File: config.mk
export PLATFORM = sky130hd
export DESIGN_NAME = rbr_divider
export DESIGN_NICKNAME = d
export VERILOG_FILES = /design/src/rbr_pkg.sv /design/src/rbr_divider.sv
export VERILOG_INCLUDE_DIRS = /design/src /design/src/src
export SDC_FILE = /design/constraint.sdc
export NUM_CORES = 2
export LEC_CHECK = 0
export BUFFER_PORTS_ARGS = -buffer_cell sky130_fd_sc_hd__buf_4
export CAP_MARGIN = 10
export CORE_MARGIN = 3
export CORE_UTILIZATION = 50
export DETAILED_ROUTE_END_ITERATION = 12
export PLACE_DENSITY = 0.67
export SLEW_MARGIN = 20
export SYNTH_ARGS = -nofsm -noshare
export SYNTH_HDL_FRONTEND = slang
export SYNTH_SLANG_ARGS = --single-unit
File: constraint.sdc
create_clock -name clk -period 4.7 [get_ports clk]
set_input_delay 0.235 -clock clk [delete_from_list [all_inputs] [get_ports clk]]
set_output_delay 0.235 -clock clk [all_outputs]
set_load 0.01 [all_outputs]
File: src/relu_bound_relaxation_top_assert.svh
// ----------------------------------------------------------------------------
// relu_bound_relaxation_top_assert.svh
// Assertion macros used by the relaxation divider; empty for synthesis.
// ----------------------------------------------------------------------------
`ifndef RELU_BOUND_RELAXATION_TOP_ASSERT_SVH
`define RELU_BOUND_RELAXATION_TOP_ASSERT_SVH

`ifndef SYNTHESIS

// same-cycle implication
`define RBR_ASSERT_NOW(label, clk, rst_n, ante, cons) \
	label: assert property (@(posedge clk) disable iff (!(rst_n)) (ante) |-> (cons)) \
		else $error("rbr assertion failed");

// next-cycle implication
`define RBR_ASSERT_NEXT(label, clk, rst_n, ante, cons) \
	label: assert property (@(posedge clk) disable iff (!(rst_n)) (ante) |=> (cons)) \
		else $error("rbr assertion failed");

`else

`define RBR_ASSERT_NOW(label, clk, rst_n, ante, cons)
`define RBR_ASSERT_NEXT(label, clk, rst_n, ante, cons)

`endif

`endif

File: src/rbr_pkg.sv
// ----------------------------------------------------------------------------
// rbr_pkg
// Types and constants of the ReLU bound relaxation pipeline.
// ----------------------------------------------------------------------------
`default_nettype none

package rbr_pkg;

	// slope fraction bits, one quotient bit per divider stage
	localparam int SLOPE_BITS = 16;
	localparam int DIV_STAGES = SLOPE_BITS;

	typedef enum logic [1:0] {
		CLASS_ACTIVE   = 2'd0,
		CLASS_INACTIVE = 2'd1,
		CLASS_UNSTABLE = 2'd2
	} rbr_class_t;

	// input transaction
	typedef struct packed {
		logic signed [31:0] lower_bound;
		logic signed [31:0] upper_bound;
		logic signed [31:0] lower_coef;
		logic signed [31:0] upper_coef;
	} rbr_in_t;

	// result transaction
	typedef struct packed {
		logic signed [31:0]      new_lower_coef;
		logic signed [31:0]      new_upper_coef;
		logic [30:0]             relu_lower;
		logic [30:0]             relu_upper;
		rbr_class_t              neuron_class;
		logic [SLOPE_BITS:0]     upper_slope;
	} rbr_out_t;

	// data that rides alongside the divider
	typedef struct packed {
		rbr_class_t  cls;
		logic [31:0] new_lower;
		logic [31:0] upper_val;   // coef if active, zero if inactive, max(coef,0) if unstable
		logic [30:0] relu_lower;
		logic [30:0] relu_upper;
	} rbr_side_t;

	// restoring divider working set
	typedef struct packed {
		logic [31:0]           rem;
		logic [31:0]           den;
		logic [SLOPE_BITS-1:0] quo;
	} rbr_div_t;

endpackage

`default_nettype wire

File: src/rbr_divider.sv
// ----------------------------------------------------------------------------
// rbr_divider
// Pipelined restoring divider, one quotient bit per stage; the side data
// travels with each stage.
// ----------------------------------------------------------------------------
`default_nettype none
`include "relu_bound_relaxation_top_assert.svh"

module rbr_divider import rbr_pkg::*; (
	input  wire logic  clk,
	input  wire logic  arst_n,
	input  wire logic  in_vld,
	input  rbr_side_t  in_side,
	input  rbr_div_t   in_div,
	output logic       out_vld,
	output rbr_side_t  out_side,
	output rbr_div_t   out_div
);

	// one shift-and-subtract step
	function automatic rbr_div_t div_step(input rbr_div_t a);
		rbr_div_t    r;
		logic [32:0] sh;
		logic [32:0] diff;
		r    = a;
		sh   = {a.rem, 1'b0};
		diff = sh - {1'b0, a.den};
		if (!diff[32]) begin
			r.rem = diff[31:0];
			r.quo = {a.quo[SLOPE_BITS-2:0], 1'b1};
		end else begin
			r.rem = sh[31:0];
			r.quo = {a.quo[SLOPE_BITS-2:0], 1'b0};
		end
		return r;
	endfunction

	logic      vld_s  [DIV_STAGES];
	rbr_side_t side_s [DIV_STAGES];
	rbr_div_t  div_s  [DIV_STAGES];

	// stage valid bits
	always_ff @(posedge clk or negedge arst_n) begin
		if (!arst_n) begin
			for (int i = 0; i < DIV_STAGES; i++)
				vld_s[i] <= 1'b0;
		end else begin
			vld_s[0] <= in_vld;
			for (int i = 1; i < DIV_STAGES; i++)
				vld_s[i] <= vld_s[i-1];
		end
	end

	// stage payload: side data rides along, one quotient bit per stage
	always_ff @(posedge clk) begin
		side_s[0] <= in_side;
		div_s[0]  <= div_step(in_div);
		for (int i = 1; i < DIV_STAGES; i++) begin
			side_s[i] <= side_s[i-1];
			div_s[i]  <= div_step(div_s[i-1]);
		end
	end

	assign out_vld  = vld_s[DIV_STAGES-1];
	assign out_side = side_s[DIV_STAGES-1];
	assign out_div  = div_s[DIV_STAGES-1];

	// checks
	`RBR_ASSERT_NEXT(a_vld_enters, clk, arst_n, in_vld, vld_s[0])
	`RBR_ASSERT_NOW(a_rem_below_den, clk, arst_n, out_vld, out_div.rem < out_div.den)
	`RBR_ASSERT_NOW(a_zero_quo_stable, clk, arst_n, out_vld && out_side.cls != CLASS_UNSTABLE, out_div.quo == '0)

endmodule

`default_nettype wire

After elaboration in Yosys (flattened, before gate mapping)
Memories as Yosys holds them, arrays and structs flattened.
Index checks and enable logic that the tools add are counted.
W data, S select, Z words.
Word-level totals
  register bits: 16
  memory bits (writable): 3328
  input port bits: 211
  output and inout bits: 209
  logic and storage cells: 66
  memories kept: 2
Memories
  side_s: words 16, bits a word 128, read ports 16, clocked after memory_dff 0, wr ports 16, line rbr_divider.sv:39  | rbr_side_t side_s [DIV_STAGES];
  div_s: words 16, bits a word 80, read ports 16, clocked after memory_dff 0, wr ports 16, line rbr_divider.sv:40  | rbr_div_t div_s [DIV_STAGES];
Operators by class
  add/subtract/negate cells: 16
  multiplexer cells: 32
Operators by type and width (count)
  $sub A33 B32 Y33: 16
  $mux W32: 16
  $mux W1: 16

Logic depth before layout (Yosys ltp)
  depth in word-level cells: 2
  depth in mapped cells: 16

Worst setup path after synthesis
OpenSTA, ideal clock, no wires.
  kind: reg-to-reg
  start: mem div_s[0][336] (netlist bit)
  end: mem div_s[0][451] (netlist bit)
  library setup time: 0.121 ns
  arrival: 3.339 ns
  required time: 4.579 ns
  setup slack: 1.240 ns
  cell stages (with the launch flop): 15
  path buffers: 1
  cell sequence: dfxtp_1 inv_1 fa_1 a211oi_2 o211ai_1 and3_1 o2111ai_1 o211ai_1 a221oi_2 nor3_1 a221o_1 a21oi_2 xnor2_2 buf_6 mux2_4
RTL lines (line)
  start, declared: rbr_divider.sv:40

==> metrics.md <==
| Metric | Value |
|---|---|
| Fin nets | 9497 |
| Worst Path Required | 5.45 ns |
| Util after Layout | 0.600 |
| DRT Wirelength | approximately 160000 um |
| Most used flip-flop cell after synthesis | dfxtp_1 |
| Synth area leaders | dfxtp_1, ha_1, mux2_2, xnor2_1, inv_1 |
| Share of cells above drive strength 1 | 0.149 |
| GPL Wtd Cong | 0.901 |
| Top-area cell type share of the netlist area | 0.653 |
| Core Area | 195000 um^2 |
| Critical path's slowest cell | fa_1 |
| IO buf count | 403 |
| CP Capture Type | register |
| Final hold vios | 0 |
| Tmin final | 4.22 ns |
| Vias in the first global route | approximately 56000 |
| Crit path kind | reg -> reg |
| Min-delay worst type | in -> reg |
| Wire length per cell | ~14 um |
| Setup-failing EPs final | 0 |
| Antenna violations before repair | 1 |
| Mapped Cells | between 7000 and 8000 |
| Cell type with the largest total area after synthesis | dfxtp_1 |
| Synthesized Nets | ~8700 |
| Most numerous cell in the Yosys netlist | dfxtp_1 |
| Seq cells post-synth | 3224 |
| CP max FO | 34 |
| Iter 0 DRT Violations | 2819 |
| Antenna viol nets, final | 0 |
| TritonRoute pass-1 iters | 5 |
| CP max stage delay | 0.48 ns |
| Cts bufs inserted | 324 |
| Most frequent cell on the critical path | a21oi_1 |
| Starting Density | 0.504 |
| Clock-pin slew on the worst setup and hold paths | ~0.06 ns |
| DR vias | 54700 |
| Worst-Skew Late Latency | between 0.9 and 1 ns |
| Cell family with most CP delay | compound AO/OA/AOI/OAI gates |
| GRT Util Overall | 0.154 |
| Final period utilization | 0.897 |
| Setup Skew | about 0.063 ns |
| First-pass GRT wire length | roughly 260000 um |
| Die area | ~200000 um^2 |
| Worst slew pin tran | 0.742 ns |
| Dpl hpwl | between 100000 and 150000 um |
| Grt total ovfl | 0 |
| Setup TNS | 0 ns |
| Peak Freq | approximately 240 MHz |
| Largest net degree at the start of global routing | between 60 and 70 |
| Final Slew Violations | 0 |
| Cells along the critical path | inv_1 -> fa_1 -> a211o_1 -> o211ai_1 -> a21oi_1 -> o41a_1 -> a41o_1 -> a211oi_1 -> nor2_1 -> a21oi_1 -> xnor2_4 -> buf_4 -> mux2_2 |
| Post-synth top cells | dfxtp_1, inv_1, ha_1 |
| Syn Area/Cell | 12.3 um^2 |
| RSZ-0062 raised after global routing | no |
| Clk sinks | 3224 |
| TritonCTS clock tree | done |
| Relative slew slack | 0.503 |
| Ys Warns | 0 |
| Bufs on Longest Clock Path | 4 |
| Worst Path Arrival | 4.96 ns |
| Peak supply drop | 0.372 mV |
| Via/cell ratio | between 4 and 5 |
| FFs w/ async S/R, synth | 0.00496 |
| Status | complete, no violations |
| Critical path startpoint category | register |
| Die H | approximately 450 um |
| Post-synth cell types | 95 |
| Sequential area share after synthesis | 0.657 |
| Die extent in x | around 450 um |
| IO Pins | between 400 and 500 |
| Synth Cell Area | 98300 um^2 |
| Final Power | 86.1 mW |
| Post-cts sizing count | 0 |
| Layout area overhead | 19.1% |
| Count of flip-flops with a built-in enable after synthesis | 0 |
| P per Cell Area | ~740 nW/um^2 |
| # fillers | 15000 |
| Setup Buffers After CTS | 0 |
| Clk root buf | clkbuf_16 |
| H-tree lvl count | 5 |
| Site Rows | 162 |
| Buf/Inv on CP | 2 |
| DRC Markers | 0 |
| Leakage Power | 52.6 nW |
| Maxcap violations | 0 |
[per-stage QoR]
stage | hold WS, ns | setup WS (ns) | instance area [um^2] | instances
after global routing | 0.0651 | 0.232 | 117000 | 11600
after CTS | 0.0327 | 0.457 | 117000 | 11600
after global placement | 0.0910 | 0.552 | 103000 | 10700
after detailed placement | 0.104 | 0.486 | 103000 | 10700
final | 0.134 | 0.482 | 117000 | 11600
after floorplan | -0.0606 | 1.24 | 98300 | 7967
[flip-flops by register name, summed over array words and instances (netlist names)]
register and cells:
div_s 1160, out_vld 1, side_s 2048, vld_s 15
[cells by family after synthesis]
family	after synthesis	synth area share
flops	3224	0.657
compound gates	1434	0.0932
simple gates	979	0.0474
buf+inv	957	0.0461
fa+ha+maj	512	0.0664
xor+xnor	448	0.0404
mux	413	0.0492
[worst min-delay path, cell delays in order]
cell and delay (ns):
dlygate4sd3_1 0.52, buf_4 0.10, mux2_2 0.13
[layout by cell type, fill, tap and decap left out, drive strengths merged, types with 20 or more instances in the layout]
cell type    netlist  final
nand2            296    296
or3               20     20
nor2b             58     58
a211oi            51     51
inv              642    650
dfxtp           3208   3208
nor2             237    237
xor2             142    142
and2              25     25
dlygate4sd3        0    366
bufinv             0     20
nand4             47     47
clkbuf            55    467
mux2             398    398
o21ai            295    295
o21a              66     66
clkinv             0     54
nor3              64     64
o31ai             41     41
o211ai            28     28
and3              36     36
o21bai            46     46
a31oi             63     63
nand3             93     93
nand2b            48     48
buf              260    430
a21o             243    243
a21oi            437    437
xnor2            306    306
ha               496    496
[power by group]
part / switching (mW) / total, mW / internal [mW]
clock: 9.81 / 24.7 / 14.9
sequential: 1.84 / 33.6 / 31.8
combinational: 13.8 / 27.8 / 14.0
[layout make-up]
type                       instances  area, um^2  share of cell area
antenna                            1        2.50           0.0000214
inverter                         642        2410              0.0206
tap                             2624        3280              0.0280
clock buffer                     467        9340              0.0798
multi-input combinational       3786       29300               0.251
sequential                      3224       64600               0.552
clock inverter                    95        1090             0.00931
timing repair buffer             796        6970              0.0596
[path summary, 6_finish.rpt]
| check | from | end | slack [ns] | cells past startpoint |
|---|---|---|---|---|
| hold / removal | in_div[63] | div_s[0][64]$_DFF_P_ | 0.13 | 3 |
| setup / recovery | div_s[1][176]$_DFF_P_ | div_s[1][306]$_DFF_P_ | 0.48 | 13 |
| setup reg to reg | div_s[1][176]$_DFF_P_ | div_s[1][306]$_DFF_P_ | 0.48 | 13 |
| min in group asynchronous | arst_n | vld_s[1]$_DFF_PN0_ | 0.52 | 3 |
| max in group asynchronous | arst_n | vld_s[12]$_DFF_PN0_ | 3.72 | 3 |
| hold reg to reg | div_s[1][5]$_DFF_P_ | div_s[1][86]$_DFF_P_ | 0.28 | 0 |
[per-layer routing]
metal | track usage | vias to the layer above | share of wire
li1 | - | 28200 | -
met1 | 0.174 | 25000 | 0.42
met2 | 0.281 | 1095 | 0.50
met3 | 0.0338 | 392 | 0.043
met4 | 0.0597 | 0 | 0.032
met5 | 0 | - | 0
[repair_timing]
action,CTS,global route
hold buffers,366,0
endpoints found under the hold margin,210,0
setup endpoints to repair,0,0
(Power assumes the default switching activity.)
