File: config.mk
export PLATFORM = sky130hd
export DESIGN_NAME = rbr_back
export DESIGN_NICKNAME = d
export VERILOG_FILES = /design/src/relu_bound_relaxation_top_assert.svh /design/src/rbr_pkg.sv /design/src/rbr_back.sv
export SDC_FILE = /design/constraint.sdc
export NUM_CORES = 1
export LEC_CHECK = 0
export ABC_AREA = 0
export ABC_CLOCK_PERIOD_IN_PS = 800
export CAP_MARGIN = 20
export CORE_MARGIN = 10
export CORE_UTILIZATION = 35
export DETAILED_ROUTE_END_ITERATION = 8
export DONT_BUFFER_PORTS = 1
export GPL_ROUTABILITY_DRIVEN = 0
export GPL_TIMING_DRIVEN = 0
export PLACE_DENSITY = 0.49
export SLEW_MARGIN = 20
export SYNTH_ARGS = -nofsm -noshare
export SYNTH_HDL_FRONTEND = slang
export SYNTH_SLANG_ARGS = --single-unit
File: constraint.sdc
create_clock -name clk -period 0.8 [get_ports clk]
set_input_delay 0.16 -clock clk [delete_from_list [all_inputs] [get_ports clk]]
set_output_delay 0.16 -clock clk [all_outputs]
set_load 0.05 [all_outputs]
File: src/relu_bound_relaxation_top_assert.svh
// ----------------------------------------------------------------------------
// relu_bound_relaxation_top_assert.svh
// Assertion macros used by the relaxation divider; empty for synthesis.
// ----------------------------------------------------------------------------
`ifndef RELU_BOUND_RELAXATION_TOP_ASSERT_SVH
`define RELU_BOUND_RELAXATION_TOP_ASSERT_SVH

`ifndef SYNTHESIS

// same-cycle implication
`define RBR_ASSERT_NOW(label, clk, rst_n, ante, cons) \
	label: assert property (@(posedge clk) disable iff (!(rst_n)) (ante) |-> (cons)) \
		else $error("rbr assertion failed");

// next-cycle implication
`define RBR_ASSERT_NEXT(label, clk, rst_n, ante, cons) \
	label: assert property (@(posedge clk) disable iff (!(rst_n)) (ante) |=> (cons)) \
		else $error("rbr assertion failed");

`else

`define RBR_ASSERT_NOW(label, clk, rst_n, ante, cons)
`define RBR_ASSERT_NEXT(label, clk, rst_n, ante, cons)

`endif

`endif

File: src/rbr_pkg.sv
// ----------------------------------------------------------------------------
// rbr_pkg
// Types and constants of the ReLU bound relaxation pipeline.
// ----------------------------------------------------------------------------
`default_nettype none

package rbr_pkg;

	// slope fraction bits, one quotient bit per divider stage
	localparam int SLOPE_BITS = 16;
	localparam int DIV_STAGES = SLOPE_BITS;

	typedef enum logic [1:0] {
		CLASS_ACTIVE   = 2'd0,
		CLASS_INACTIVE = 2'd1,
		CLASS_UNSTABLE = 2'd2
	} rbr_class_t;

	// input transaction
	typedef struct packed {
		logic signed [31:0] lower_bound;
		logic signed [31:0] upper_bound;
		logic signed [31:0] lower_coef;
		logic signed [31:0] upper_coef;
	} rbr_in_t;

	// result transaction
	typedef struct packed {
		logic signed [31:0]      new_lower_coef;
		logic signed [31:0]      new_upper_coef;
		logic [30:0]             relu_lower;
		logic [30:0]             relu_upper;
		rbr_class_t              neuron_class;
		logic [SLOPE_BITS:0]     upper_slope;
	} rbr_out_t;

	// data that rides alongside the divider
	typedef struct packed {
		rbr_class_t  cls;
		logic [31:0] new_lower;
		logic [31:0] upper_val;   // coef if active, zero if inactive, max(coef,0) if unstable
		logic [30:0] relu_lower;
		logic [30:0] relu_upper;
	} rbr_side_t;

	// restoring divider working set
	typedef struct packed {
		logic [31:0]           rem;
		logic [31:0]           den;
		logic [SLOPE_BITS-1:0] quo;
	} rbr_div_t;

endpackage

`default_nettype wire

File: src/rbr_back.sv
// ----------------------------------------------------------------------------
// rbr_back
// Scales the upper coefficient by the slope for unstable neurons and registers the result.
// ----------------------------------------------------------------------------
`default_nettype none

module rbr_back import rbr_pkg::*; (
	input  wire logic  clk,
	input  wire logic  arst_n,
	input  wire logic  in_vld,
	input  rbr_side_t  in_side,
	input  rbr_div_t   in_div,
	output logic       done,
	output rbr_out_t   result
);

	logic [31+SLOPE_BITS-1:0] prod_w;
	rbr_out_t                 res_w;
	logic                     done_q;
	rbr_out_t                 result_q;

	// 31 x 16 product, drop the slope fraction
	assign prod_w = in_side.upper_val[30:0] * in_div.quo;

	always_comb begin
		res_w.new_lower_coef = in_side.new_lower;
		res_w.relu_lower     = in_side.relu_lower;
		res_w.relu_upper     = in_side.relu_upper;
		res_w.neuron_class   = in_side.cls;
		if (in_side.cls == CLASS_UNSTABLE) begin
			res_w.new_upper_coef = {1'b0, prod_w[31+SLOPE_BITS-1:SLOPE_BITS]};
			res_w.upper_slope    = {1'b0, in_div.quo};
		end else begin
			res_w.new_upper_coef = in_side.upper_val;
			res_w.upper_slope    = '0;
		end
	end

	// result strobe
	always_ff @(posedge clk or negedge arst_n) begin
		if (!arst_n) begin
			done_q <= 1'b0;
		end else begin
			done_q <= in_vld;
		end
	end

	always_ff @(posedge clk) begin
		result_q <= res_w;
	end

	assign done   = done_q;
	assign result = result_q;

endmodule

`default_nettype wire

Word-level counts from Yosys, hierarchy flattened. Index checks and enable logic that the tools add are counted.

Multipliers: 1. Equality and inequality tests: 1. Multiplexer cells: 1.

Operators by type and width (number): $mul 31x16->47 (1); $mux 31 (1); $eq 2x2->1 const B (1).

Register bits: 146. Bits of input ports: 211. Output and inout port bits: 146. Logic and storage cells: 12.

Logic depth before layout (Yosys ltp). Gate-level depths: netlist of run 1.

Word-level depth: 2. Gate-level depth with buffers: 24.

Worst setup path before layout of run 1. OpenSTA, ideal clock, no wires.

Path kind: input to register. Start point: input in_side[90] in the netlist's numbering. End point: register result_q (netlist bit result[107]). Setup time: 87 ps. Arrival: 5766 ps. Slack: -5053 ps. Cell stages on the path: 24. Buffers on the path: 3. Cell sequence: clkbuf_1 clkbuf_1 nand2_1 fa_1 inv_1 fa_1 inv_1 fa_1 inv_1 fa_1 fa_1 inv_1 fa_1 inv_1 ha_1 clkbuf_1 a21oi_1 o21ai_1 a221o_1 a21oi_1 o221a_2 o2bb2ai_1 o21a_1 o31ai_1.

RTL lines: start: declaration (line rbr_back.sv:11) `input rbr_side_t in_side,`; end signal: assignment (line rbr_back.sv:49) `result_q <= res_w;`; end: declaration (line rbr_back.sv:20) `rbr_out_t result_q;`.

==> out/summary.txt, run 1 <==
Status -> finished, violations left
Failing checks -> setup timing
Critical Path Source Type -> input pin
Final setup vio count -> 181
Layout filler cell count -> 5016
Fmax -> 0.183 GHz
Tmin final -> 5.48 ns
Die footprint -> 63800 sq um
Vias/cell -> 5.08
Hold EP -> result[88]$_DFF_P_
Synth Area per Inst -> 9.20 sq um
Most used cell, CP -> fa_1
Layout cell share with drive strength beyond 1 -> 0.253
Required time of the critical path -> 1.17 ns
Row count -> 85
Cells after Synth -> 2059
Area growth, synth to finish -> 33.7%
Worst hold stages -> 3
Ys async rst share -> 0.00690
Port Buffers -> 0
Iter 0 DRT Violations -> 907
First-pass GRT wire length -> 112000 um
Maxcap violations -> 0
Vias -> 15200
Critical-path cell list -> clkbuf_2 -> nand2_1 -> fa_1 -> inv_1 -> fa_1 -> fa_1 -> fa_1 -> fa_1 -> inv_1 -> fa_1 -> inv_2 -> ha_4 -> buf_6 -> nand4_1 -> or2_4 -> o31a_1 -> or4_4 -> and3_4 -> o31ai_4
Yosys warning count -> 0
Worst Hold Launch -> in_side[69]
Crit. End Element -> flop
CTS tree -> yes
Synth Register Bits -> 145
Initial core utilization -> 0.353
Reg clk slew, reported paths -> 0.06 ns
Final setup TNS -> -175.10 ns
Data arrival, critical path -> 5.84 ns
Worst Hold Class -> in2reg
Die width -> 253 um
Worst-Margin Slew -> 0.839 ns
TritonCTS Buffers -> 17
Setup CP Type -> in2reg
Final cycle utilization of the critical path -> 6.85
Htree depth -> 4
Fin. Hold Viols -> 0
Crit-path max cell delay -> 0.54 ns
Register area share after synthesis -> 0.153
RSZ-0062 raised after global routing -> yes
Main synth FF type -> dfxtp_1
Crit-path slowest cell -> or4_4
Vias in the first global route -> 16900
Routed Antenna Nets -> 0
CTS sink count -> 145
Slew HR -> 0.441
Final net count -> 3015
Final worst setup slack -> -4.68 ns
Die Span Y -> 253 um
Max clock buf depth -> 2
All-Layer GR Usage -> 0.241
Avg WL per Cell -> 25.3 um
Initial DRT Pass Iterations -> 5
Post-Syn Area -> 18900 sq um
Synthesized Nets -> 2789
Core ar. -> 53700 sq um
CP Max Fanout -> 10
Final Routed Wirelength -> 75700 um
Placed wire-length estimate -> 57400 um
Yosys cell types -> 56
DRC violations left -> 0
Slew Viols, Final -> 0
Finished Core Util -> 0.472
Clk Tree Root Cell -> clkbuf_16
EDFF count, synth -> 0
Initial antenna violation count -> 6
Overflow after GRT -> 0
Number of I/O pins -> 357
Largest net degree at the start of global routing -> 17
==> state kept, by name (all words and copies together) (netlist names) <==
signal,flops
result,144
done,1
==> cell families (layout without fill, tap and decap cells) <==
logic type                 Yosys count  in the layout  synth area share
adders and majority gates          519            519             0.502
buffers and inverters              539            778             0.107
and+or+nand+nor                    657            657             0.168
other                                1              3          0.000198
xor gates and xnor gates            25             25            0.0116
AOI/OAI and AO/OA                  173            173            0.0577
DFF                                145            145             0.153
==> cells in the final DEF (no fill, tap or decap), types with 6 or more instances in the layout <==
cell type	n
clkbuf_8	33
dfxtp_4	132
dlygate4sd3_1	134
nand2_4	6
and2_1	184
buf_6	34
a21o_1	24
nand2_1	329
a21oi_2	13
o21ai_1	11
clkbuf_1	12
nand2_2	11
o21ai_0	15
o21ai_2	17
clkbuf_16	41
ha_4	19
buf_8	12
a21oi_4	6
nor2_1	8
xnor2_1	15
and2_4	38
fa_1	381
nand4_1	14
fa_2	22
buf_4	57
nand3_1	18
a21oi_1	28
dfxtp_2	12
inv_2	27
inv_1	404
o21a_1	8
ha_1	93
==> cell type report <==
| class | count | area [sq um] | area share |
|---|---|---|---|
| inverters | 431 | 1620 | 0.0639 |
| flip-flops and latches | 145 | 3420 | 0.135 |
| plain buffers | 99 | 1420 | 0.0560 |
| well taps | 696 | 871 | 0.0344 |
| multi-input cells | 1375 | 15300 | 0.603 |
| clock inverters | 13 | 176 | 0.00696 |
| diodes | 2 | 5.00 | 0.000198 |
| repair buffers | 216 | 2100 | 0.0831 |
| clock buffers | 19 | 443 | 0.0175 |
==> what timing repair did <==
item | 4_1_cts | 5_1_grt
pin swaps | 100 | 85
cloned | 0 | 2
setup endpoints to repair | 186 | 178
hold endpoints to repair | 133 | 1
resized for setup | 602 | 144
buffers inserted | 57 | 28
hold buffers | 133 | 1
==> worst max-delay path: cells and delay by family <==
family,cells,cell delay (ns)
buf+inv,5,0.62
fa+ha+maj,7,3.07
compound gates,2,0.56
simple gates,5,1.41
==> stage by stage <==
| step | cell area, sq um | instances | hold slack, ns | worst slack, ns |
|---|---|---|---|---|
| after floorplan | 19600 | 2059 | -0.136 | -4.68 |
| after global placement | 20400 | 2755 | -0.136 | -6.38 |
| after detailed placement | 20400 | 2755 | -0.136 | -6.38 |
| after CTS | 24700 | 2972 | -0.198 | -4.63 |
| after global routing | 25300 | 2994 | 0.0313 | -4.79 |
| final | 25300 | 2996 | 0.0477 | -4.68 |
==> synth_stat cells, types with 2 or more instances <==
cell / instances / area (sq um)
o41ai_1: 2 / 17.5
nand2_1: 346 / 1300
a21oi_1: 47 / 235
a211oi_1: 5 / 37.5
buf_2: 3 / 15.0
xor2_1: 7 / 61.3
o21bai_1: 4 / 30.0
nand2b_1: 5 / 31.3
or2_2: 2 / 12.5
o21ai_1: 2 / 10.0
a211o_1: 2 / 17.5
nand4_1: 14 / 87.6
nor2b_1: 4 / 25.0
clkbuf_1: 103 / 387
nor2_1: 15 / 56.3
dfxtp_1: 144 / 2880
nor3_1: 11 / 55.1
o21ai_0: 46 / 230
a311oi_1: 3 / 26.3
ha_1: 116 / 1450
fa_1: 403 / 8070
o31ai_1: 6 / 45.0
and2_1: 222 / 1390
nand3_1: 24 / 120
a31oi_1: 3 / 18.8
a21o_1: 24 / 180
o21a_1: 9 / 67.6
o31a_1: 2 / 17.5
o211ai_1: 5 / 37.5
xnor2_1: 18 / 158
inv_1: 431 / 1620
and3_1: 6 / 37.5
nor4_1: 2 / 12.5
==> how the worst max path moves through the flow <==
stage                      from                  end  slack [ns]  cells after the start
floorplan           in_side[78]  result[108]$_DFF_P_       -4.68                     19
global route          in_div[5]  result[110]$_DFF_P_       -4.79                     23
CTS                  in_div[15]  result[108]$_DFF_P_       -4.63                     18
global placement     in_div[11]  result[102]$_DFF_P_       -6.38                     22
detailed placement   in_div[11]  result[102]$_DFF_P_       -6.38                     22
finish               in_div[15]  result[108]$_DFF_P_       -4.68                     19
==> metal layers <==
metal | track usage | up-vias | part of all wire
met4 | 0.0879 | 0 | 0.036
met3 | 0.0440 | 112 | 0.064
li1 | - | 6559 | -
met1 | 0.290 | 8023 | 0.39
met5 | 0 | - | 0
met2 | 0.421 | 511 | 0.51
Power of run 1 is left out: the tool's default activity adds up to more than one toggle a clock period on the data nets, which glitch-free logic cannot reach.
==> run 2: changes to the inputs <==
- CELL_PAD_IN_SITES_DETAIL_PLACEMENT: unset -> 0
- CELL_PAD_IN_SITES_GLOBAL_PLACEMENT: unset -> 1
- CORE_UTILIZATION: 35 -> 50
- PLACE_DENSITY: 0.49 -> 0.82
==> run 2 against run 1 <==
The flow finishes with violations (hold timing, setup timing). Utilization up 19 points. Final area fell by 2.4%. Worst hold slack got worse by 0.052 ns. Critical path type unchanged. Critical endpoint unchanged.
==> out/summary.txt, run 2 (synthesized netlist as in run 1, its figures left out) <==
CTS sink count -> 145 (unchanged)
Commonest non-fill, non-tap cell in the layout -> inv_1
Status -> finished, violations left
Avg WL per Cell -> 24.1 um (-4.5%)
Critical Path Source Type -> input pin
Data arrival, critical path -> 5.88 ns (+0.04 ns)
Final worst setup slack -> -4.71 ns (-0.0300 ns)
Most frequent cells in the layout -> inv_1 (412), fa_1 (375), nand2_1 (332)
Die Span Y -> 215 um (-15%)
All-Layer GR Usage -> 0.291 (+0.0506)
Number of I/O pins -> 357 (unchanged)
Iter 0 DRT Violations -> 1219 (+34%)
Reg clk slew, reported paths -> 0.08 ns (+0.02 ns)
Slew Viols, Final -> 0 (unchanged)
Initial core utilization -> 0.505 (+0.153)
Crit-path max cell delay -> 0.62 ns (+0.08 ns)
Largest net degree at the start of global routing -> 19 (+2)
Worst Hold Class -> in2reg
Inst Count DP -> 2570 (-6.7%)
Placed cell area -> 20200 sq um (-1.1%)
Final Non-Filler Cells -> 2803 (-6.4%)
Max clock buf depth -> 2 (unchanged)
Tmin final -> 5.51 ns (+0.0300 ns)
Post-Layout Inst Area -> 24700 sq um (-2.4%)
Worst-Margin Slew -> 0.789 ns (-0.0493 ns)
Clk Tree Root Cell -> clkbuf_16
Die width -> 215 um (-15%)
RSZ-0062 raised after global routing -> yes
Layout cell share with drive strength beyond 1 -> 0.233 (-0.0202)
Final cycle utilization of the critical path -> 6.88 (+0.0375)
First-pass GRT wire length -> 102000 um (-9.3%)
Routed Antenna Nets -> 0 (unchanged)
Die footprint -> 46100 sq um (-28%)
Placed wire-length estimate -> 51400 um (-10%)
Crit. End Element -> flop
Top cell family by delay on the critical path -> adder cells
Vias/cell -> 5.47 (+7.8%)
Required time of the critical path -> 1.17 ns (about the same)
Initial DRT Pass Iterations -> 5 (unchanged)
Port Buffers -> 0 (unchanged)
Largest register FFs -> 144 (unchanged)
Final Routed Wirelength -> 67700 um (-11%)
Crit-path slowest cell -> fa_2
TritonCTS Buffers -> 17 (unchanged)
Buf+Inv Stages, Crit Path -> 4 (-1)
Initial antenna violation count -> 2 (-4)
Most used cell, CP -> fa_1
Maxcap violations -> 0 (unchanged)
Area growth, synth to finish -> 30.5%
Fin. Hold Viols -> 1 (+1)
Critical-path cell list -> clkbuf_16 -> and2_4 -> fa_1 -> inv_2 -> fa_1 -> fa_1 -> inv_2 -> fa_1 -> fa_2 -> fa_1 -> ha_4 -> buf_4 -> a21oi_1 -> o21ai_1 -> a21oi_2 -> o211a_4 -> o31a_1 -> or4_4 -> and3_4 -> o31ai_2
Failing checks -> hold timing, setup timing
Overflow after GRT -> 0 (unchanged)
CTS tree -> yes
Setup CP Type -> in2reg
Core ar. -> 37500 sq um (-30%)
Fmax -> 0.182 GHz (-0.54%)
CP Max Fanout -> 7 (-3)
Fin Hold WS -> -0.00387 ns (-0.0516 ns)
Row count -> 71 (-16%)
Final setup TNS -> -174.11 ns (+0.988 ns)
Final setup vio count -> 176 (-2.8%)
Vias -> 15300 (+0.82%)
DRC violations left -> 0 (unchanged)
Final net count -> 3008 (-0.23%)
Htree depth -> 4 (unchanged)
Slew HR -> 0.474 (+0.0328)
Vias in the first global route -> 16700 (-1.1%)
[run 2: per-layer routing]
| layer | track usage | part of all wire | up-vias |
|---|---|---|---|
| met4 | 0.129 | 0.047 | 0 |
| met3 | 0.0447 | 0.064 | 173 |
| met1 | 0.341 | 0.36 | 7969 |
| met5 | 0 | 0 | - |
| met2 | 0.518 | 0.52 | 645 |
| li1 | - | - | 6543 |
[run 2: path summary, 6_finish.rpt]
| kind | start | endpoint | depth (start not counted) |
|---|---|---|---|
| min in group asynchronous | arst_n | done$_DFF_PN0_ | 2 |
| setup / recovery | in_div[4] | result[108]$_DFF_P_ | 20 |
| max in group asynchronous | arst_n | done$_DFF_PN0_ | 2 |
| hold / removal | in_side[68] | result[87]$_DFF_P_ | 3 |
[run 2: through the flow]
stage          utilization  setup WS (ns)
2_1_floorplan            -          -4.68
3_3_place_gp         0.539          -5.82
3_5_place_dp         0.539          -5.87
4_1_cts              0.641          -4.71
5_1_grt              0.660          -4.81
6_report             0.660          -4.71
[run 2: tightest hold or removal path: cells and delay by family]
kind,cells,cell delay (ns)
AOI/OAI and AO/OA,1,0.05
buffers and inverters,1,0.14
and+or+nand+nor,1,0.06
[run 2: timing repair]
| item | 4_1_cts | 5_1_grt |
|---|---|---|
| hold buffers | 127 | 1 |
| gates resized for setup | 539 | 116 |
| endpoints found under the setup margin | 186 | 176 |
| pin swaps | 83 | 92 |
| cloned | 0 | 1 |
| setup buffers | 52 | 28 |
| hold endpoints to repair | 126 | 1 |
[run 2: area by class of cell]
cell class / count / area (sq um)
Antenna cell: 1 / 2.50
Buffer: 102 / 1300
Clock buffer: 17 / 425
Clock inverter: 15 / 186
Fill cell: 3033 / 12800
Inverter: 431 / 1620
Multi-Input combinational cell: 1375 / 15100
Sequential cell: 145 / 3450
Tap cell: 511 / 639
Timing Repair Buffer: 206 / 2030
Power of run 2 is left out for the same reason.
