[src/relu_bound_relaxation_top_assert.svh]
// ----------------------------------------------------------------------------
// relu_bound_relaxation_top_assert.svh
// Assertion macros used by the relaxation divider; empty for synthesis.
// ----------------------------------------------------------------------------
`ifndef RELU_BOUND_RELAXATION_TOP_ASSERT_SVH
`define RELU_BOUND_RELAXATION_TOP_ASSERT_SVH

`ifndef SYNTHESIS

// same-cycle implication
`define RBR_ASSERT_NOW(label, clk, rst_n, ante, cons) \
	label: assert property (@(posedge clk) disable iff (!(rst_n)) (ante) |-> (cons)) \
		else $error("rbr assertion failed");

// next-cycle implication
`define RBR_ASSERT_NEXT(label, clk, rst_n, ante, cons) \
	label: assert property (@(posedge clk) disable iff (!(rst_n)) (ante) |=> (cons)) \
		else $error("rbr assertion failed");

`else

`define RBR_ASSERT_NOW(label, clk, rst_n, ante, cons)
`define RBR_ASSERT_NEXT(label, clk, rst_n, ante, cons)

`endif

`endif

[src/rbr_pkg.sv]
// ----------------------------------------------------------------------------
// rbr_pkg
// Types and constants of the ReLU bound relaxation pipeline.
// ----------------------------------------------------------------------------
`default_nettype none

package rbr_pkg;

	// slope fraction bits, one quotient bit per divider stage
	localparam int SLOPE_BITS = 16;
	localparam int DIV_STAGES = SLOPE_BITS;

	typedef enum logic [1:0] {
		CLASS_ACTIVE   = 2'd0,
		CLASS_INACTIVE = 2'd1,
		CLASS_UNSTABLE = 2'd2
	} rbr_class_t;

	// input transaction
	typedef struct packed {
		logic signed [31:0] lower_bound;
		logic signed [31:0] upper_bound;
		logic signed [31:0] lower_coef;
		logic signed [31:0] upper_coef;
	} rbr_in_t;

	// result transaction
	typedef struct packed {
		logic signed [31:0]      new_lower_coef;
		logic signed [31:0]      new_upper_coef;
		logic [30:0]             relu_lower;
		logic [30:0]             relu_upper;
		rbr_class_t              neuron_class;
		logic [SLOPE_BITS:0]     upper_slope;
	} rbr_out_t;

	// data that rides alongside the divider
	typedef struct packed {
		rbr_class_t  cls;
		logic [31:0] new_lower;
		logic [31:0] upper_val;   // coef if active, zero if inactive, max(coef,0) if unstable
		logic [30:0] relu_lower;
		logic [30:0] relu_upper;
	} rbr_side_t;

	// restoring divider working set
	typedef struct packed {
		logic [31:0]           rem;
		logic [31:0]           den;
		logic [SLOPE_BITS-1:0] quo;
	} rbr_div_t;

endpackage

`default_nettype wire

[src/rbr_front.sv]
// ----------------------------------------------------------------------------
// rbr_front
// Classifies the neuron, resolves the lower coefficient and sets up the
// slope division u / (u - l).
// ----------------------------------------------------------------------------
`default_nettype none

module rbr_front import rbr_pkg::*; (
	input  wire logic    clk,
	input  wire logic    arst_n,
	input  wire logic    in_vld,
	input  rbr_in_t      in_item,
	output logic         vld_s1,
	output rbr_side_t    side_s1,
	output rbr_div_t     div_s1
);

	logic [32:0] diff_w;
	logic [32:0] sum_w;
	logic        active_w;
	logic        inactive_w;
	logic        half_w;
	logic [31:0] lpos_w;
	logic [31:0] upos_w;
	logic [31:0] den_w;
	rbr_side_t   side_w;
	rbr_div_t    div_w;

	// bound arithmetic in 33 bits
	assign diff_w = {in_item.upper_bound[31], in_item.upper_bound}
		- {in_item.lower_bound[31], in_item.lower_bound};
	assign sum_w  = {in_item.upper_bound[31], in_item.upper_bound}
		+ {in_item.lower_bound[31], in_item.lower_bound};

	assign active_w   = !in_item.lower_bound[31];
	assign inactive_w = in_item.upper_bound[31] || (in_item.upper_bound == 32'sd0);
	// slope above one half: u > -l
	assign half_w     = !sum_w[32] && (sum_w != 33'd0);

	assign lpos_w = in_item.lower_coef[31] ? 32'd0 : in_item.lower_coef;
	assign upos_w = in_item.upper_coef[31] ? 32'd0 : in_item.upper_coef;
	// denominator floor of one LSB
	assign den_w  = (diff_w[31:0] == 32'd0) ? 32'd1 : diff_w[31:0];

	// classification and side data
	always_comb begin
		side_w.relu_lower = (!in_item.lower_bound[31] && in_item.lower_bound != 32'sd0)
			? in_item.lower_bound[30:0] : 31'd0;
		side_w.relu_upper = (!in_item.upper_bound[31] && in_item.upper_bound != 32'sd0)
			? in_item.upper_bound[30:0] : 31'd0;
		div_w.quo = '0;
		if (active_w) begin
			side_w.cls       = CLASS_ACTIVE;
			side_w.new_lower = in_item.lower_coef;
			side_w.upper_val = in_item.upper_coef;
			div_w.rem        = 32'd0;
			div_w.den        = 32'd1;
		end else if (inactive_w) begin
			side_w.cls       = CLASS_INACTIVE;
			side_w.new_lower = 32'd0;
			side_w.upper_val = 32'd0;
			div_w.rem        = 32'd0;
			div_w.den        = 32'd1;
		end else begin
			side_w.cls       = CLASS_UNSTABLE;
			side_w.new_lower = half_w ? lpos_w : 32'd0;
			side_w.upper_val = upos_w;
			// u < d, so the first partial remainder is u itself
			div_w.rem        = in_item.upper_bound;
			div_w.den        = den_w;
		end
	end

	// stage 1 valid
	always_ff @(posedge clk or negedge arst_n) begin
		if (!arst_n) begin
			vld_s1 <= 1'b0;
		end else begin
			vld_s1 <= in_vld;
		end
	end

	// stage 1 payload
	always_ff @(posedge clk) begin
		side_s1 <= side_w;
		div_s1  <= div_w;
	end

endmodule

`default_nettype wire

[config.mk]
export PLATFORM = sky130hd
export DESIGN_NAME = rbr_front
export DESIGN_NICKNAME = d
export VERILOG_FILES = /design/src/relu_bound_relaxation_top_assert.svh /design/src/rbr_pkg.sv /design/src/rbr_front.sv
export SDC_FILE = /design/constraint.sdc
export NUM_CORES = 1
export LEC_CHECK = 0
export ABC_AREA = 1
export BUFFER_PORTS_ARGS = -buffer_cell sky130_fd_sc_hd__buf_2
export CAP_MARGIN = 20
export CELL_PAD_IN_SITES_DETAIL_PLACEMENT = 0
export CELL_PAD_IN_SITES_GLOBAL_PLACEMENT = 1
export CORE_ASPECT_RATIO = 0.6
export CORE_UTILIZATION = 38
export DETAILED_ROUTE_END_ITERATION = 10
export GPL_ROUTABILITY_DRIVEN = 0
export PLACE_DENSITY_LB_ADDON = 0.12
export RECOVER_POWER = 25
export SKIP_LAST_GASP = 1
export SLEW_MARGIN = 5
export SYNTH_ARGS = -nofsm -noshare
export SYNTH_HDL_FRONTEND = slang
export SYNTH_SLANG_ARGS = --single-unit
[constraint.sdc]
create_clock -name clk -period 0.8 [get_ports clk]
set_input_delay 0.08 -clock clk [delete_from_list [all_inputs] [get_ports clk]]
set_output_delay 0.08 -clock clk [all_outputs]
set_load 0.02 [all_outputs]
**After elaboration in Yosys (flattened, before gate mapping)**

Cells that the tools add are included.

- Flip-flop bits (word level): 193
- Word-level logic and storage cells: 30

- $add $sub $neg: 2
- Bitwise operators: 1
- Multiplexer cells: 5
- Reductions and logical operators: 14

Operators by type and width:

| kind | number |
|---|---|
| two-way mux 31 bit | 3 |
| two-way mux 66 bit | 1 |
| logical NOT 32 bit | 2 |
| two-way mux 64 bit | 1 |
| nonzero test 32 bit | 2 |
| adder 32 x 32 -> 33 bit | 1 |
| nonzero test 33 bit | 1 |
| subtractor 32 bit | 1 |
| logical AND 1 bit | 3 |
| logical NOT 1 bit | 3 |
| OR reduction 3 bit | 1 |
| OR reduction 2 bit | 1 |
| logical OR 1 bit | 1 |
| NOT 1 bit | 1 |

**Longest topological paths before layout**

Gate-level depths: netlist of the first run.

- Word-level depth: 6
- Gate-level depth with buffers: 23
- Mapped depth without buffers: 21

**Worst setup path before layout of the first run**

Ideal clock, no wire load.

- Path type: in2reg
- Start: input in_item[64] in the netlist's numbering
- End: register div_s1[22] in the netlist's numbering
- Path slack: -1.430 ns
- Data required time: 0.681 ns
- Setup time: 0.119 ns
- Arrival time: 2.111 ns
- Cell stages on the path: 19
- Cells stage by stage: inv_1 ha_1 fa_1 inv_1 nand3_1 nand2_1 nand2_1 nand2_1 nand2_1 nand2_1 xor2_1 nand2_1 nor2_1 nand2_1 nor2_1 nand3_1 nand2_1 buf_4 nor2_1

- Word-level cells in the longest chain between the ends: 3
- Elaborated cells on any way between the ends: 5
- Those cells by class: add/sub: 1; reduce/logical: 4

RTL lines:

| item | line | source |
|---|---|---|
| start, declared | rbr_front.sv:12 | `input rbr_in_t in_item,` |
| subtractor 32 bit or logical NOT 32 bit (tied branches) | rbr_front.sv:31, rbr_front.sv:36 |  |
| logical NOT 32 bit or logical OR 1 bit (tied branches) | rbr_front.sv:43, rbr_front.sv:36 |  |
| OR reduction 3 bit (no line) | - |  |
| end signal, assigned | rbr_front.sv:86 | `div_s1 <= div_w;` |
| end, declared | rbr_front.sv:15 | `output rbr_div_t div_s1` |

Several ways; a longest one is shown, not always the timed one.
A chain may end at the register's enable or synchronous reset.

==> flow_summary.yaml, run 1 <==
synthesis:
  yosysWarnings: 0
  ys_ff_latch: 193
  seq_area_frac_synth_pct: 35.9
  syn-instance-count: 1708
  syn-cell-area_um2: 10800
  syn_avg_cell_area_um2: 6.30
  synth.distinct_cells: 35
worst_setup_path:
  crit_required_ns: 1.16
  worstPathMaxFanout: 8
  setup.worst_path.start: "in_item[67]"
  crit_chain: "buf_2 > buf_4 > ha_2 > inv_1 > nand2_1 > inv_1 > a21oi_1 > nand2_1 > buf_4 > nand4_1 > nand4_1 > nor2_2 > nand2_1 > nor2_4 > nand3_4 > clkbuf_16 > nand3_2 > nand2_1"
  critPathLaunchType: "primary input"
  worstSetupPathType: "primary input to register"
  worstPathArrival_ns: 2.45
  crit_path_frequent_cell: "nand2_1"
  worstSetupEndpointType: "register"
  crit_path_max_incr_delay_ns: 0.26
  path_delay_family: "simple AND/OR/NAND/NOR gates"
  crit_path_top_delay_cell: "ha_2"
  critPathBufInv: 6
clocking:
  cts-buffers-inserted: 17
  cts.sinks: 193
  htree_levels: 4
  clk_transition_reported_paths_ns: 0.08
  clk_path_buf_depth: 2
  root_buffer: "clkbuf_16"
  cts_tree: "done"
flow_run:
  cap_violations: 0
route:
  drt-initial-drc-count: 1123
  viasPerCell: 4.66
  first_pass_iters: 5
  route.detailed.drc: 0
  postRouteWirelength_mm: 47.3
  antenna_left: 0
  vias: 13100
  wire_per_inst_um: 16.8
timing:
  fin_crit_ns: 2.09
  post-route-period-util_pct: 261
  rsz0062_at_grt: "true"
  worst_hold_slack_ns: 0.0137
  fmax_ghz: 0.478
  final_hold_viol_count: 0
  setup_viol: 382
  tns_ns: -172.15
  finalMaxSlewViolations: 0
  layout_setup_ws_ns: -1.29
global_route:
  gr-total-overflow: 0
  grt_pass1_vias: 12300
  top_usage_layer: "met1"
  grt_use_met2_pct: 40.8
  gr-usage-met3_pct: 12.7
  met1_usage_pct: 46.9
  grt_antenna_before_repair: 4
  grt_max_degree: 32
  grt_pass1_wl_mm: 68.1
  groute.usage.overall_pct: 31.1
floorplan:
  die_area_um2: 29000
  core_area_um2: 27700
  start_util_pct: 38.9
  die_h_um: 132
  die-width_um: 219
  top_level_ports: 340
  fp-row-count: 47
power:
  power.density_nw_per_um2: 1640
  clkPwrFrac_pct: 29.9
  power.net_switching_w: 0.0108
  power.leakage_nw: 10.3
  seq_power_share_pct: 33.5
  swShare_pct: 35.2
  comb_power_share_pct: 36.6
  power.internal_w: 0.0199
  irDropWorstVdd_uv: 1530
layout:
  synthToLayoutAreaGrowth_pct: 74.2
  stdcell_count: 2814
  layout.nets: 2628
  fillers: 2413
  drive_gt1_share_pct: 43.4
  fin_util_pct: 67.7
placed_design:
  place_ws_ns: -1.85
  hpwl_mm: 35.9
  post-place-cells: 2657
  io_buffers: 323
status:
  status: "finished with violations"
  violations: "setup timing"
min_path:
  min_from: "in_item[125]"
  hold_path_class: "primary input to register"
logic make-up (layout without fill, tap and decap cells):
| family | Yosys count | after routing | synth area share [%] |
|---|---|---|---|
| AND/OR/NAND/NOR | 925 | 925 | 34.5 |
| buffers and inverters | 413 | 1134 | 15.5 |
| AO/OA/AOI/OAI | 87 | 87 | 4.31 |
| flip-flops | 193 | 193 | 35.9 |
| other | 1 | 19 | 0.0348 |
| adder cells (fa/ha/maj) | 65 | 65 | 7.69 |
| XOR/XNOR | 24 | 24 | 1.95 |
timing repair:
| action | CTS | global route |
|---|---|---|
| endpoints found under the hold margin | 80 | 5 |
| setup buffers | 15 | 14 |
| pin swaps | 39 | 89 |
| setup endpoints to repair | 382 | 382 |
| resized for setup | 146 | 296 |
| cloned | 6 | 9 |
| hold buffers | 80 | 5 |
synth_stat cells:
library cell | count | area, um^2
inv_1 | 333 | 1250
dfxtp_1 | 192 | 3840
o21bai_1 | 7 | 52.6
nor4_1 | 6 | 37.5
buf_4 | 19 | 143
and2_1 | 2 | 12.5
nand2_2 | 1 | 6.26
nor3_1 | 14 | 70.1
nor2_2 | 2 | 12.5
a31oi_1 | 1 | 6.26
xor2_1 | 22 | 193
nand3b_1 | 1 | 7.51
nor3b_1 | 1 | 7.51
nor2_1 | 314 | 1180
a21oi_2 | 1 | 8.76
nand3_2 | 1 | 10.0
ha_1 | 63 | 788
nand2_1 | 463 | 1740
o21ai_0 | 25 | 125
conb_1 | 1 | 3.75
o41ai_1 | 1 | 8.76
nand4_1 | 30 | 188
xnor2_1 | 2 | 17.5
o21ai_1 | 1 | 5.00
fa_1 | 2 | 40.0
nand3_1 | 89 | 445
nand2b_1 | 1 | 6.26
buf_6 | 3 | 33.8
a21oi_1 | 50 | 250
o21a_1 | 1 | 7.51
clkinv_1 | 5 | 18.8
clkbuf_1 | 20 | 75.1
dfrtp_1 | 1 | 25.0
inv_2 | 11 | 41.3
buf_2 | 22 | 110
layout by cell type, fill, tap and decap left out, types with 24 or more instances in the layout:
cell type      Yosys  layout
nand2_1          463     391
buf_2             22     316
buf_4             19     305
inv_1            333     289
nor2_1           314     203
dfxtp_1          192     192
dlygate4sd3_1      0      85
nor2_2             2      76
nand2_2            1      60
nand3_1           89      55
inv_2             11      43
nor2_4             0      37
ha_1              63      33
nand3_2            1      31
nand4_1           30      30
ha_4               0      28
a21oi_1           50      26
a21oi_2            1      24
final timing paths:
path / slack (ns) / to / cells past startpoint
setup / recovery: -1.29 / side_s1[100] / 18
hold / removal: 0.01 / side_s1[60] / 4
max in group asynchronous: 0.22 / vld_s1 / 3
min in group asynchronous: 0.48 / vld_s1 / 3
layout make-up:
class	count	area, um^2	share of cell area [%]
clock buffers	19	443	2.36
clock inverters	13	193	1.03
diodes	2	5.00	0.0267
repair buffers	753	5510	29.4
multi-input cells	1118	6900	36.8
flip-flops and latches	193	3870	20.6
inverters	349	1370	7.32
well taps	367	459	2.45
tightest hold or removal path: cells and delay by family:
family | cells | cell delay (ns)
AND/OR/NAND/NOR | 1 | 0.05
buffers and inverters | 3 | 0.29
routing by layer:
metal / vias to the layer above / part of all wire (%)
met4: 4 / 0.87
met2: 554 / 39
met1: 6028 / 47
li1: 6502 / -
met3: 36 / 13
met5: - / 0.042
power groups by stage:
stage | logic, W | clock network (W) | registers [W]
after global routing | 0.0121 | 0.00969 | 0.0104
after floorplan | 0.00380 | 0 | 0.0113
after CTS | 0.0100 | 0.00931 | 0.0103
final | 0.0113 | 0.00919 | 0.0103
after detailed placement | 0.00891 | 0 | 0.0105
after global placement | 0.00885 | 0 | 0.0105
metrics by stage:
stage,total power [W],instance area (um^2)
CTS,0.0297,17500
detailed placement,0.0194,15200
global placement,0.0194,15200
global route,0.0322,18700
floorplan,0.0151,11100
finish,0.0308,18800
flip-flops by register name (all words and copies together) (netlist names):
signal / cells
div_s1: 64
side_s1: 128
vld_s1: 1
(Power assumes the default switching activity.)
==> inputs of run 2 (changes only) <==
- CORE_UTILIZATION: 38 -> 32
- clock period: 0.8 -> 1.92 ns (I/O delays scaled with it)
==> run 2 against run 1 <==
Compared with the run above:
- the run still ends with setup timing left
- utilization shrank 12 points
- global-route usage fell by 4.6 points
- first-iteration DRC count is 29% lower
- clock-buffer cell count is 2 lower
- cell count is 2.4% higher
- non-clock buffer count fell by 13
- via count decreased by 3.1%
- critical path depth unchanged
- setup slack better by 1.1 ns
- wire length is 0.51% lower
- sequential power is 58% lower
- final area is 2.6% lower
- critical endpoint is now side_s1[121]
- highest routed layer unchanged
==> flow_summary.yaml, run 2 (synthesized netlist as in run 1, its figures left out) <==
power:
  power_w: 0.0126
  power.leakage_nw: 9.80
  power.density_nw_per_um2: 691
  irDropWorstVdd_uv: 661
worst_setup_path:
  critPathLaunchType: "primary input"
  worstSetupPathType: "primary input to register"
  worstPathArrival_ns: 2.47
  worstSetupEndpointType: "register"
  crit_required_ns: 2.27
  worstPathMaxFanout: 8
timing:
  post-route-period-util_pct: 110
  fmax_ghz: 0.473
  layout_setup_ws_ns: -0.194
  rsz0062_at_grt: "true"
  fin_crit_ns: 2.11
  finalMaxSlewViolations: 0
  timing.slew.headroom_pct: 66.6
  tightest_slew_ns: 0.498
  setup_viol: 63
  final_hold_viol_count: 0
route:
  postRouteWirelength_mm: 47.1
  viasPerCell: 4.41
  vias: 12700
  wire_per_inst_um: 16.3
  first_pass_iters: 6
  drt-initial-drc-count: 796
  antenna_left: 0
  route.detailed.drc: 0
floorplan:
  start_util_pct: 32.9
  die-width_um: 239
  top_level_ports: 340
  fp-row-count: 51
  die_area_um2: 34400
  die_h_um: 144
  core_area_um2: 32700
clocking:
  root_buffer: "clkbuf_16"
  htree_levels: 4
  cts_tree: "done"
  clk_path_buf_depth: 2
  cts-buffers-inserted: 17
  cts.sinks: 193
  clk_transition_reported_paths_ns: 0.08
placed_design:
  io_buffers: 323
  dpl-instance-area_um2: 15200
  place_ws_ns: -0.928
  hpwl_mm: 37.6
layout:
  fillers: 3258
  layout.nets: 2615
  reg.largest.list: "side_s1: 128 flops, div_s1: 64 flops, vld_s1: 1 flops"
  drive_gt1_share_pct: 39.4
  synthToLayoutAreaGrowth_pct: 69.7
  diodes: 0
  top_register: "side_s1"
  final_common_cell: "nand2_1"
  largest_reg_flops: 128
  fin_area_um2: 18300
  mostFrequentLayoutCells: "nand2_1 (374), buf_4 (327), inv_1 (299)"
global_route:
  grt_max_degree: 33
  grt_antenna_before_repair: 1
  grt_pass1_vias: 11900
  groute.usage.overall_pct: 26.5
  gr-total-overflow: 0
  grt_pass1_wl_mm: 67.9
min_path:
  hold_path_class: "primary input to asynchronous set/reset pin"
flow_run:
  cap_violations: 0
status:
  status: "finished with violations"
  violations: "setup timing"
==> run 2: changes by cell type in the layout (fill, tap and decap cells not counted), sizes merged <==
cell	change
bufinv	-2
inv	+4
dlygate4sd3	-16
diode	-2
clkbuf	+72
buf	-71
clkinvlp	-1
==> run 2: worst paths after layout <==
kind | startpoint | slack, ns | end
min in group clk | in_item[109] | 0.07 | side_s1[44]
max in group asynchronous | arst_n | 1.80 | vld_s1
hold / removal | arst_n | 0.04 | vld_s1
setup / recovery | in_item[70] | -0.19 | side_s1[121]
==> run 2: per-stage QoR <==
stage / instances / utilization [%] / hold WS (ns) / TNS, ns
6_report: 2881 / 55.8 / 0.0412 / -9.96
4_1_cts: 2862 / 53.2 / 0.0000359 / -6.17
5_1_grt: 2881 / 55.8 / 0.0174 / -17.29
2_1_floorplan: 1724 / - / -0.104 / -11.42
3_3_place_gp: 2742 / 46.5 / -0.0337 / -76.21
3_5_place_dp: 2742 / 46.5 / -0.0323 / -83.35
==> run 2: worst max-delay path, stage by stage <==
cell and delay (ns):
buf_2 0.15, ha_4 0.29, buf_4 0.15, nor2_2 0.18
nand2_1 0.08, nor2_1 0.11, nand2_1 0.09, nand3_1 0.16
nand2_1 0.12, nand3_1 0.08, nand2_1 0.05, nor2_1 0.09
nand2_1 0.10, nor2_4 0.15, nand3_4 0.14, clkbuf_16 0.20
nand3_2 0.06, nand2_1 0.05
==> run 2: repair_timing <==
action                     in CTS  in global routing
pin swaps                      25                 98
gates resized for setup       168                235
hold endpoints to repair       67                  0
buffers inserted               18                 17
setup endpoints to repair      63                 68
hold buffers                   69                  0
gates cloned                    2                  3
==> run 2: cell type report <==
class | instances | area, um^2 | area share (%)
flip-flops and latches | 193 | 3870 | 21.2
multi-input cells | 1118 | 6810 | 37.3
repair buffers | 740 | 5100 | 27.9
inverters | 349 | 1330 | 7.25
clock buffers | 17 | 425 | 2.33
well taps | 450 | 563 | 3.08
clock inverters | 14 | 178 | 0.973
==> run 2: layer usage <==
metal / global-route usage, % / part of all wire, % / up-vias
met1: 41.1 / 52 / 5789
li1: - / - / 6473
met4: 4.96 / 0.82 / 2
met5: 0 / 0.025 / -
met2: 33.7 / 37 / 418
met3: 9.68 / 11 / 31
==> run 2: power by group <==
group          total (W)  internal [W]  switching, W
sequential       0.00431       0.00424     0.0000623
clock            0.00366       0.00178       0.00188
combinational    0.00466       0.00199       0.00266
total             0.0126       0.00801       0.00461
==> inputs of run 3 (changes only) <==
- GPL_ROUTABILITY_DRIVEN: 0 -> unset
- SETUP_SLACK_MARGIN: unset -> 0.02
==> run 3 against run 2 <==
Compared with the run above:
- the run still ends with setup timing left
- clock power is essentially flat
- setup slack lost 0.12 ns
- non-clock buffer count grew 10
- flip-flop and latch count is the same
- critical path depth grew 1
- clock-buffer cell count is the same
- wire length grew 5.5%
- sequential power is essentially flat
- critical endpoint is now div_s1[44]
==> flow_summary.yaml, run 3 (synthesized netlist as in run 1, its figures left out) <==
placed_design:
  dpl-instance-area_um2: 15300
  place_ws_ns: -1.16
  hpwl_mm: 40.6
  io_buffers: 323
  gp_congestion: 0.949
global_route:
  grt_antenna_before_repair: 1
  grt_pass1_wl_mm: 72.2
  grt_pass1_vias: 12100
  groute.usage.overall_pct: 28.3
  grt_max_degree: 32
  gr-total-overflow: 0
layout:
  synthToLayoutAreaGrowth_pct: 69.1
  layout.nets: 2625
  top_register: "side_s1"
  largest_reg_flops: 128
  drive_gt1_share_pct: 38.1
  multiInputGateArea_um2: 6620
  final_common_cell: "nand2_1"
  seqCellArea_um2: 3870
  reg.largest.list: "side_s1: 128 flops, div_s1: 64 flops, vld_s1: 1 flops"
  fillers: 3312
  mostFrequentLayoutCells: "nand2_1 (382), buf_4 (334), inv_1 (304)"
  fin_area_um2: 18200
timing:
  layout_setup_ws_ns: -0.314
  fmax_ghz: 0.448
  fin_crit_ns: 2.23
  post-route-period-util_pct: 116
  final_hold_viol_count: 0
  setup_viol: 63
  rsz0062_at_grt: "true"
  finalMaxSlewViolations: 0
min_path:
  hold_path_class: "primary input to asynchronous set/reset pin"
route:
  viasPerCell: 4.47
  vias: 12900
  route.detailed.drc: 0
  antenna_left: 0
  wire_per_inst_um: 17.2
  first_pass_iters: 5
  postRouteWirelength_mm: 49.7
  drt-initial-drc-count: 830
floorplan:
  fp-row-count: 51
  core_area_um2: 32700
  top_level_ports: 340
  start_util_pct: 32.9
  die-width_um: 239
  die_area_um2: 34400
  die_h_um: 144
power:
  power.density_nw_per_um2: 691
  irDropWorstVdd_uv: 623
  power.leakage_nw: 9.88
clocking:
  cts-buffers-inserted: 17
  clk_transition_reported_paths_ns: 0.07
  cts_tree: "done"
  root_buffer: "clkbuf_16"
  cts.sinks: 193
  htree_levels: 4
  clk_path_buf_depth: 2
worst_setup_path:
  crit_path_max_incr_delay_ns: 0.30
  worstSetupEndpointType: "register"
  crit_path_frequent_cell: "nand2_1"
  critPathLaunchType: "primary input"
  crit_chain: "buf_2 > inv_1 > ha_4 > a21oi_1 > buf_4 > o21bai_1 > nand3b_1 > nand2_1 > nand2_1 > nand2_1 > nand2_2 > nor2_2 > nand2_1 > nor2_1 > nand3_2 > nand2_4 > buf_6 > clkbuf_16 > nor2_1"
  crit_path_top_delay_cell: "nand3b_1"
  crit_required_ns: 2.27
  worstPathArrival_ns: 2.58
  worstPathMaxFanout: 8
  worstSetupPathType: "primary input to register"
status:
  status: "finished with violations"
  violations: "setup timing"
flow_run:
  cap_violations: 0
[run 3: cell types whose count changed in the layout (fill, tap and decap cells not counted), sizes merged]
| cell | previous run | this run |
|---|---|---|
| clkbuf | 96 | 98 |
| diode | 0 | 1 |
| clkinv | 10 | 12 |
| clkinvlp | 0 | 1 |
| buf | 592 | 600 |
| inv | 353 | 350 |
[run 3: routing by layer]
metal | vias up | track usage (%) | share of wire [%]
met5 | - | 0 | 0
met4 | 0 | 4.28 | 0.66
met3 | 18 | 8.38 | 9.0
met2 | 413 | 34.9 | 36
met1 | 6007 | 46.2 | 55
li1 | 6489 | - | -
[run 3: area by class of cell]
cell class | count | share of cell area (%)
Antenna cell | 1 | 0.0137
Multi-Input combinational cell | 1118 | 36.4
Inverter | 349 | 7.29
Tap cell | 450 | 3.09
Timing Repair Buffer | 750 | 28.6
Clock buffer | 17 | 2.34
Clock inverter | 14 | 1.00
Sequential cell | 193 | 21.3
[run 3: worst max-delay path: cells and delay by family]
kind	cells	cell delay [ns]
compound gates	2	0.25
fa+ha+maj	1	0.26
buf+inv	5	0.66
simple gates	11	1.22
[run 3: timing repair]
item	CTS	global route
hold buffers	69	0
cloned	4	3
setup endpoints to repair	94	90
pin swaps	5	61
setup buffers	13	9
hold endpoints to repair	67	0
resized for setup	172	171
[run 3: path summary, 6_finish.rpt]
path	from	to	cells past startpoint	slack, ns
hold / removal	arst_n	vld_s1	2	0.04
min in group clk	in_item[117]	side_s1[52]	4	0.10
max in group asynchronous	arst_n	vld_s1	2	1.80
setup / recovery	in_item[105]	div_s1[44]	19	-0.31
[run 3: power breakdown]
group	switching [W]	total, W	internal, W
Sequential	0.0000631	0.00431	0.00424
Combinational	0.00267	0.00459	0.00192
Clock	0.00190	0.00368	0.00178
Total	0.00464	0.0126	0.00795
[run 3: through the flow]
step / util (%) / std cells / total power (W) / setup TNS [ns] / hold WS [ns]
after floorplan: - / 1724 / 0.00627 / -11.42 / -0.104
after global placement: 46.8 / 2764 / 0.00826 / -107.57 / -0.0336
after detailed placement: 46.8 / 2764 / 0.00826 / -107.45 / -0.0322
after CTS: 53.6 / 2879 / 0.0124 / -15.62 / 0.0114
after global routing: 55.6 / 2891 / 0.0132 / -24.17 / 0.0456
final: 55.6 / 2892 / 0.0126 / -17.35 / 0.0428
